[src/rtl/core/dmsc_pkg.sv]
// Package for the date month shift and compare block.
// Holds the item types of both channels and the divide-by-constant factors.
// No dependencies.
package dmsc_pkg;

   // Field widths of the date items.
   localparam int unsigned MONTH_W = 4;
   localparam int unsigned DAY_W   = 5;
   localparam int unsigned YEAR_W  = 14;
   localparam int unsigned DELTA_W = 12;

   // Largest year a shifted date may land on.
   localparam logic [YEAR_W-1:0] YEAR_MAX = 14'd9999;

   // Operation codes for the shift direction.
   localparam logic OP_ADD = 1'b0;
   localparam logic OP_SUB = 1'b1;

   // floor(x / 12) = (x * 2731) >> 15, exact for every 12-bit x.
   localparam logic [11:0] DIV12_MUL   = 12'd2731;
   localparam int unsigned DIV12_SHIFT = 15;

   // floor(y / 100) = (y * 5243) >> 19, exact for every year up to 9999.
   localparam logic [12:0] DIV100_MUL   = 13'd5243;
   localparam int unsigned DIV100_SHIFT = 19;

   // One input item.
   typedef struct packed {
      logic               op;
      logic [MONTH_W-1:0] month_in;
      logic [DAY_W-1:0]   day_in;
      logic [YEAR_W-1:0]  year_in;
      logic [DELTA_W-1:0] month_delta;
      logic [MONTH_W-1:0] other_month;
      logic [DAY_W-1:0]   other_day;
      logic [YEAR_W-1:0]  other_year;
   } req_type;

   // One result item.
   typedef struct packed {
      logic [MONTH_W-1:0] month_out;
      logic [DAY_W-1:0]   day_out;
      logic [YEAR_W-1:0]  year_out;
      logic               out_of_range;
      logic               is_before;
      logic               is_after;
      logic               is_same;
   } rsp_type;

endpackage

[src/rtl/core/date_month_shift_and_compare.sv]
// Date month shift and compare top level, a three-stage pipeline; needs dmsc_pkg.
// A result appears on rsp_strobe once the item has passed the input, middle and result registers.
// Throughput: one item per cycle; busy is never raised and the receiver cannot stall.
// Stage one registers the item, stage two does the month shift with a divide by 12,
// and stage three does the leap-year test with a divide by 100 and clamps the day.
// Reset clears the pipeline valid flags; payload registers are not reset.
module date_month_shift_and_compare (
   input  logic              clock,
   input  logic              reset,
   input  logic              start,
   output logic              busy,
   input  dmsc_pkg::req_type req_item,
   output logic              rsp_strobe,
   output dmsc_pkg::rsp_type rsp_item
);

   // Shifted date before the leap-year test, plus what the result stage needs.
   typedef struct packed {
      logic [dmsc_pkg::MONTH_W-1:0] month_new;
      logic [dmsc_pkg::YEAR_W-1:0]  year_new;
      logic                         out_of_range;
      logic [dmsc_pkg::MONTH_W-1:0] month_orig;
      logic [dmsc_pkg::DAY_W-1:0]   day_orig;
      logic [dmsc_pkg::YEAR_W-1:0]  year_orig;
      logic                         is_before;
      logic                         is_after;
      logic                         is_same;
   } mid_type;

   logic              in_valid_ff;
   dmsc_pkg::req_type in_item_ff;
   logic              mid_valid_ff;
   mid_type           mid_ff;
   mid_type           mid_in;
   logic              rsp_valid_ff;
   dmsc_pkg::rsp_type rsp_ff;
   dmsc_pkg::rsp_type rsp_in;

   // Stage two signals.
   logic [23:0]        div12_prod;
   logic [8:0]         delta_years;
   logic [11:0]        delta_years_x12;
   logic [3:0]         delta_months;
   logic signed [5:0]  month_sum;
   logic signed [1:0]  year_carry;
   logic signed [5:0]  month_norm;
   logic signed [15:0] year_delta;
   logic signed [15:0] year_sum;

   // Stage three signals.
   logic [26:0] div100_prod;
   logic [7:0]  century;
   logic [13:0] century_x100;
   logic        div_by_4;
   logic        div_by_100;
   logic        div_by_400;
   logic        leap;
   logic [4:0]  month_len;

   // Every item can be taken in every cycle.
   assign busy = 1'b0;

   // Stage two: split the delta into years and months, then add or subtract.
   always_comb begin
      div12_prod      = 24'(in_item_ff.month_delta) * 24'(dmsc_pkg::DIV12_MUL);
      delta_years     = div12_prod[dmsc_pkg::DIV12_SHIFT +: 9];
      delta_years_x12 = 12'({delta_years, 3'b000}) + 12'({delta_years, 2'b00});
      delta_months    = 4'(in_item_ff.month_delta - delta_years_x12);

      // Zero-based month plus or minus the leftover months, range -12..25.
      if (in_item_ff.op == dmsc_pkg::OP_SUB) begin
         month_sum  = $signed({2'b00, in_item_ff.month_in}) - 6'sd1
                      - $signed({2'b00, delta_months});
         year_delta = -$signed({7'b0000000, delta_years});
      end else begin
         month_sum  = $signed({2'b00, in_item_ff.month_in}) - 6'sd1
                      + $signed({2'b00, delta_months});
         year_delta = $signed({7'b0000000, delta_years});
      end

      // Bring the month back into 0..11 and carry into the year.
      if (month_sum < 6'sd0) begin
         year_carry = -2'sd1;
         month_norm = month_sum + 6'sd12;
      end else if (month_sum < 6'sd12) begin
         year_carry = 2'sd0;
         month_norm = month_sum;
      end else if (month_sum < 6'sd24) begin
         year_carry = 2'sd1;
         month_norm = month_sum - 6'sd12;
      end else begin
         year_carry = 2'sd1;
         month_norm = month_sum - 6'sd24;
      end

      year_sum = $signed({2'b00, in_item_ff.year_in}) + year_delta
                 + $signed({{14{year_carry[1]}}, year_carry});
      if (month_sum >= 6'sd24) begin
         year_sum = year_sum + 16'sd1;
      end

      mid_in.month_new    = 4'(month_norm) + 4'd1;
      mid_in.year_new     = year_sum[dmsc_pkg::YEAR_W-1:0];
      mid_in.out_of_range = year_sum[15] ||
                            (year_sum > $signed({2'b00, dmsc_pkg::YEAR_MAX}));
      mid_in.month_orig   = in_item_ff.month_in;
      mid_in.day_orig     = in_item_ff.day_in;
      mid_in.year_orig    = in_item_ff.year_in;

      // Raw fields compared year first, then month, then day.
      mid_in.is_before = {in_item_ff.year_in, in_item_ff.month_in, in_item_ff.day_in} <
                         {in_item_ff.other_year, in_item_ff.other_month,
                          in_item_ff.other_day};
      mid_in.is_after  = {in_item_ff.year_in, in_item_ff.month_in, in_item_ff.day_in} >
                         {in_item_ff.other_year, in_item_ff.other_month,
                          in_item_ff.other_day};
      mid_in.is_same   = {in_item_ff.year_in, in_item_ff.month_in, in_item_ff.day_in} ==
                         {in_item_ff.other_year, in_item_ff.other_month,
                          in_item_ff.other_day};
   end

   // Stage three: full Gregorian leap-year rule, month length and day clamp.
   always_comb begin
      div100_prod  = 27'(mid_ff.year_new) * 27'(dmsc_pkg::DIV100_MUL);
      century      = div100_prod[dmsc_pkg::DIV100_SHIFT +: 8];
      century_x100 = 14'({century, 6'b000000}) + 14'({century, 5'b00000})
                     + 14'({century, 2'b00});
      div_by_4     = (mid_ff.year_new[1:0] == 2'b00);
      div_by_100   = (mid_ff.year_new == century_x100);
      div_by_400   = div_by_100 && (century[1:0] == 2'b00);
      leap         = div_by_4 && (!div_by_100 || div_by_400);

      case (mid_ff.month_new) inside
         4'd2:                      month_len = leap ? 5'd29 : 5'd28;
         4'd4, 4'd6, 4'd9, 4'd11:   month_len = 5'd30;
         default:                   month_len = 5'd31;
      endcase

      rsp_in.out_of_range = mid_ff.out_of_range;
      rsp_in.is_before    = mid_ff.is_before;
      rsp_in.is_after     = mid_ff.is_after;
      rsp_in.is_same      = mid_ff.is_same;
      if (mid_ff.out_of_range) begin
         rsp_in.month_out = mid_ff.month_orig;
         rsp_in.day_out   = mid_ff.day_orig;
         rsp_in.year_out  = mid_ff.year_orig;
      end else begin
         rsp_in.month_out = mid_ff.month_new;
         rsp_in.day_out   = (mid_ff.day_orig > month_len) ? month_len : mid_ff.day_orig;
         rsp_in.year_out  = mid_ff.year_new;
      end
   end

   // Pipeline valid flags.
   always_ff @(posedge clock) begin
      if (reset) begin
         in_valid_ff  <= 1'b0;
         mid_valid_ff <= 1'b0;
         rsp_valid_ff <= 1'b0;
      end else begin
         in_valid_ff  <= start && !busy;
         mid_valid_ff <= in_valid_ff;
         rsp_valid_ff <= mid_valid_ff;
      end
   end

   // Pipeline payload registers.
   always_ff @(posedge clock) begin
      in_item_ff <= req_item;
      mid_ff     <= mid_in;
      rsp_ff     <= rsp_in;
   end

   assign rsp_strobe = rsp_valid_ff;
   assign rsp_item   = rsp_ff;

   // Every taken item comes out on rsp_strobe after the input, middle and result registers.
   a_latency: assert property (@(posedge clock) disable iff (reset)
      (start && !busy) |-> ##3 rsp_strobe)
      else $error("item taken but no result three cycles later");

   // The comparison gives exactly one answer.
   a_compare_onehot: assert property (@(posedge clock) disable iff (reset)
      rsp_strobe |-> $onehot({rsp_item.is_before, rsp_item.is_after, rsp_item.is_same}))
      else $error("comparison flags not one-hot");

   // A shifted date always has a real month and a year within range.
   a_shift_range: assert property (@(posedge clock) disable iff (reset)
      (rsp_strobe && !rsp_item.out_of_range) |->
         (rsp_item.month_out >= 4'd1 && rsp_item.month_out <= 4'd12 &&
          rsp_item.year_out <= dmsc_pkg::YEAR_MAX && rsp_item.day_out <= 5'd31))
      else $error("shifted date out of range without out_of_range");

endmodule

[config.mk]
export PLATFORM = sky130hd
export DESIGN_NAME = date_month_shift_and_compare
export DESIGN_NICKNAME = d
export VERILOG_FILES = /design/src/rtl/core/dmsc_pkg.sv /design/src/rtl/core/date_month_shift_and_compare.sv
export SDC_FILE = /design/constraint.sdc
export NUM_CORES = 1
export LEC_CHECK = 0
export BUFFER_PORTS_ARGS = -buffer_cell sky130_fd_sc_hd__buf_2
export CORE_MARGIN = 4
export CORE_UTILIZATION = 60
export DETAILED_ROUTE_END_ITERATION = 8
export HOLD_SLACK_MARGIN = 0.06
export PLACE_DENSITY_LB_ADDON = 0.12
export SYNTH_ARGS = -nofsm -noshare
export SYNTH_HDL_FRONTEND = slang
export SYNTH_SLANG_ARGS = --single-unit
[constraint.sdc]
create_clock -name clock -period 13.3 [get_ports clock]
set_clock_uncertainty 0.15 [all_clocks]
set_input_delay 0.665 -clock clock [delete_from_list [all_inputs] [get_ports clock]]
set_output_delay 0.665 -clock clock [all_outputs]
set_load 0.01 [all_outputs]
* After elaboration in Yosys (flattened, before gate mapping)
Cells that the tools add are included.
Word-level totals: logic and storage cells 80, register bits 134, output and inout port bits 29
Operators by class: multiplexer cells 13, magnitude comparators 8, equality and inequality tests 7, $mul 2, $add $sub $neg 15, reductions and logical operators 8
Operators with widths (number):
- $mux W16 | 2
- $mul A14 B13 Y27 const B | 1
- $mul A12 B12 Y24 const B | 1
- $eq A23 B23 Y1 | 1
- $gt A23 B23 Y1 | 1
- $lt A23 B23 Y1 | 1
- $mux W23 | 1
- $add A15 B16 Y16 | 1
- $add A16 B2 Y16 | 1
- $add A16 B2 Y16 const B | 1
- $gt A16 B15 Y1 const B | 1
- $neg A9 Y16 | 1
- $add A14 B10 Y14 | 1
- $add A14 B13 Y14 | 1
- $eq A14 B14 Y1 | 1
- $mux W4 | 3
- $eq A4 B3 Y1 const B | 2
- $eq A4 B4 Y1 const B | 2
- $add A5 B5 Y6 | 1
- $ge A6 B6 Y1 const B | 1
- $lt A6 B1 Y1 const B | 1
- $lt A6 B5 Y1 const B | 1
- $lt A6 B6 Y1 const B | 1
- $mux W6 | 1
- other kinds (18) | 24

* Logic depth before layout (Yosys ltp)
depth after elaboration 13, gate-level depth with buffers 43, depth with buffers taken out 43

* Worst setup path before layout
Ideal clock, no wire load.
kind register to register, start register in_item_ff[24] (netlist name), end register mid_ff[26] (netlist name), setup slack 3174 ps, required time 13028 ps, path buffers 0, cell stages (with the launch flop) 44, arrival time 9854 ps, path through dfxtp_1 > ha_1 > fa_1 > inv_1 > fa_1 > inv_1 > fa_1 > inv_1 > fa_1 > inv_1 > ha_1 > a21o_1 > a21oi_1 > o21ai_0 > o21ai_1 > nor2b_1 > inv_1 > a21oi_1 > [8 not listed] > xnor2_4 > inv_1 > ha_1 > fa_1 > inv_1 > ha_1 > inv_1 > fa_1 > nor2b_1 > o21a_1 > nor3_1 > or3b_1 > nor4_2 > nand2_2 > nor4b_2 > xnor2_1 > nor3_2 > nand3b_1
RTL lines:
- start: declaration | RTL line date_month_shift_and_compare.sv:31 | dmsc_pkg::req_type in_item_ff;
- start signal: assignment | RTL line date_month_shift_and_compare.sv:169 | in_item_ff <= req_item;
- end signal: assignment | RTL line date_month_shift_and_compare.sv:170 | mid_ff <= mid_in;
- end: declaration | RTL line date_month_shift_and_compare.sv:33 | mid_type mid_ff;

==> impl_metrics.ini <==
[global_route]
antenna_found_initial = 0
first_global_vias = 8991
global_route_wire_length_before_repair_um = 42640
grt_start_max_net_pins = 35
grt_overflow = 0
grt_use_total_pct = 23.89

[floorplanning]
start_util_pct = 61.15
io_pins = 91
std_cell_rows = 52
die_area_mm2 = 0.02298
fp.coreArea_mm2 = 0.02023
floorplan.die.height_um = 151.6
die_w_um = 151.6

[critical_path]
path_max_fanout = 14
cp_common_cell = sky130_fd_sc_hd__inv_1
timing.rr.end = mid_ff[26]$_DFF_P_
cell_count_along_the_critical_path = 43
slowest_cell_on_the_critical_path = sky130_fd_sc_hd__dfxtp_1
r2r_setup_slk_ns = 2.32
worst_setup_path_endpoint = mid_ff[26]$_DFF_P_
worst-path-buf-inv = 8
critical_path.top_delay_family = adder cells
critical_path.reg2reg.startpoint = in_item_ff[24]$_DFF_P_
timing.critical_path.to_type = register
required_time_reported_for_the_critical_path_endpoint_ns = 13.44
critPathArrivalTime_ns = 11.12
r2r.worst_path.cells = 43
critPathLaunch = in_item_ff[24]$_DFF_P_
setup.worst_path.class = register to register
timing.critical_path.from_type = register
critical_path.max_stage_delay_ns = 0.54

[route]
routed_via_density = 5.231
vias = 8563
drt_first_pass_iters = 5
drt-initial-drc-count = 298
detailed_route_wire_length_um = 25530
wl_per_cell_um = 15.60
drc = 0
drtAntennaViolNets = 0

[clock_network]
clock_tree.htree_level_count = 4
tritoncts = built
clock_sink_count = 134
clock_latency_ns = 0.42
cts_made_buffers = 17
cts.repair_timing.setup_buffer_count = 0
clk_path_buf_depth = 2
clk_pin_slew_ns = 0.06
cts_resized = 0
cts.root.buffer_cell = sky130_fd_sc_hd__clkbuf_16
cts-hold-fix-buffers = 0

[synthesis]
synth_area_leaders = sky130_fd_sc_hd__ha_1 25%, sky130_fd_sc_hd__dfxtp_1 22%, sky130_fd_sc_hd__fa_1 20%
fraction_of_registers_with_async_set_or_reset_after_synthesis_pct = 0
post-synth-top-area-cell = sky130_fd_sc_hd__ha_1
netlist-cell-type-count = 70
postSynthNetCount = 1690
synth_seq_cells = 134
post_synth_instance_area_mm2 = 0.01237
synth.yosys.warnings = 0
post_synth_inst_count = 1258
yosys.area.top_type_share_pct = 25.08
ys_seq_area_share_pct = 21.68
synth_ff_type = sky130_fd_sc_hd__dfxtp_1
synth.avg_cell_area_um2 = 9.836
synth-edff-count = 0

[timing]
report.final.slew_viol_count = 0
setup-violations-final = 0
grt_setup_unrepaired = no
total_count_of_hold_check_failures_in_the_final_report = 0
timing.final.crit_share_pct = 82.55
setup-tns-final_ns = 0
worstMarginPinSlew_ns = 0.8167
max-slew-margin-rel_pct = 44.14
shortest_period_the_worst_path_allows_ns = 10.98
fmaxAchievable_mhz = 91.08

[cells_and_area]
nNetsFinal = 1786
most-common-layout-cells = 280 x sky130_fd_sc_hd__inv_1, 248 x sky130_fd_sc_hd__ha_1, 134 x sky130_fd_sc_hd__dfxtp_1
layout_cell_share_with_drive_strength_beyond_1_pct = 10.68
layout_commonest_cell = sky130_fd_sc_hd__inv_1
num_antenna_cells = 0
fillers = 1639
area_growth_pct = 10.85

[placement]
place_congestion = 0.8812
dp_hpwl_um = 21780
buffer_ports.inserted = 89

[min_path]
hold_path.class = register to register
holdPathStages = 0

[run_status]
run_status = finished clean

[job]
timing.max_cap.violations = 0
worst register-to-register path: cells and delay by family, from the launching register on:
family / cells / cell delay [ns]
XOR/XNOR: 5 / 1.25
adder cells (fa/ha/maj): 12 / 4.71
buffers and inverters: 8 / 0.86
flip-flops: 1 / 0.54
AND/OR/NAND/NOR: 9 / 2.05
AO/OA/AOI/OAI: 9 / 1.32
cells by family (layout without fill, tap and decap cells):
logic type	Yosys count	after routing	synth area share, %
AND/OR/NAND/NOR	195	195	8.241
flip-flops	134	134	21.68
XOR/XNOR	88	88	6.563
AO/OA/AOI/OAI	168	168	9.000
other	1	1	0.03031
multiplexers	8	8	0.7180
buffers and inverters	294	403	8.949
adder cells (fa/ha/maj)	370	370	44.82
flip-flops by register name (all words and copies together), names as in the netlist:
signal	count
in_item_ff	59
mid_ff	45
rsp_item	27
in_valid_ff	1
mid_valid_ff	1
rsp_strobe	1
synthesized netlist by cell type (all sizes together) (2+ instances only):
cell type / number
nand3b: 2
o211a: 3
o2111ai: 3
o22ai: 2
a21boi: 3
xnor2: 50
o21a: 9
a21oi: 45
nand2: 54
o211ai: 12
a211o: 2
nand4: 10
a31oi: 4
xor2: 37
o31ai: 2
o21ai: 40
a21o: 18
nor4: 5
or4: 2
nor2: 34
or2: 3
clkbuf: 12
and2: 5
ha: 248
nor2b: 14
fa: 122
and3: 12
nor3: 20
nand3: 15
o21bai: 5
nand2b: 11
inv: 280
a41oi: 2
dfxtp: 134
a2111oi: 5
mux2: 7
a211oi: 6
worst min-delay path by stage:
| stage | start | endpoint | slack, ns |
|---|---|---|---|
| after floorplan | mid_ff[0]$_DFF_P_ | rsp_item[0]$_DFF_P_ | 0.16 |
| after global routing | req_item[30] | in_item_ff[30]$_DFF_P_ | 0.17 |
| after detailed placement | mid_ff[1]$_DFF_P_ | rsp_item[1]$_DFF_P_ | 0.16 |
| final | mid_ff[0]$_DFF_P_ | rsp_item[0]$_DFF_P_ | 0.18 |
| after CTS | req_item[45] | in_item_ff[45]$_DFF_P_ | 0.17 |
| after global placement | mid_ff[2]$_DFF_P_ | rsp_item[2]$_DFF_P_ | 0.16 |
layer usage:
metal	GRT usage [%]	wire length (µm)	up-vias
li1	-	-	4288
met1	28.87	10840	4087
met2	43.59	13170	149
met3	3.748	946	39
met4	7.502	573	0
met5	0	0	-
through the flow:
step                      setup WS (ns)  std cells  cell area [µm²]  utilization, %  hold WS [ns]
after detailed placement          2.297       1605            13110           64.80        0.1621
final                             2.320       1637            13720           67.78        0.1760
after floorplan                   3.174       1258            12370               -        0.1596
after global routing              1.459       1637            13720           67.78        0.1729
after global placement            2.547       1605            13110           64.80        0.1600
after CTS                         2.295       1637            13720           67.78        0.1735
cell type report:
cell class                      count  area (µm²)  share of cell area (%)
Multi-Input combinational cell    830        8583                   62.58
Sequential cell                   134        2683                   19.56
Inverter                          281        1055                   7.690
Timing Repair Buffer               90       452.9                   3.302
Clock buffer                       17       425.4                   3.102
Tap cell                          270       337.8                   2.463
Clock inverter                     15       178.9                   1.305
Power is left out: the tool's default activity adds up to more than one toggle a clock period on the data nets, which glitch-free logic cannot reach.
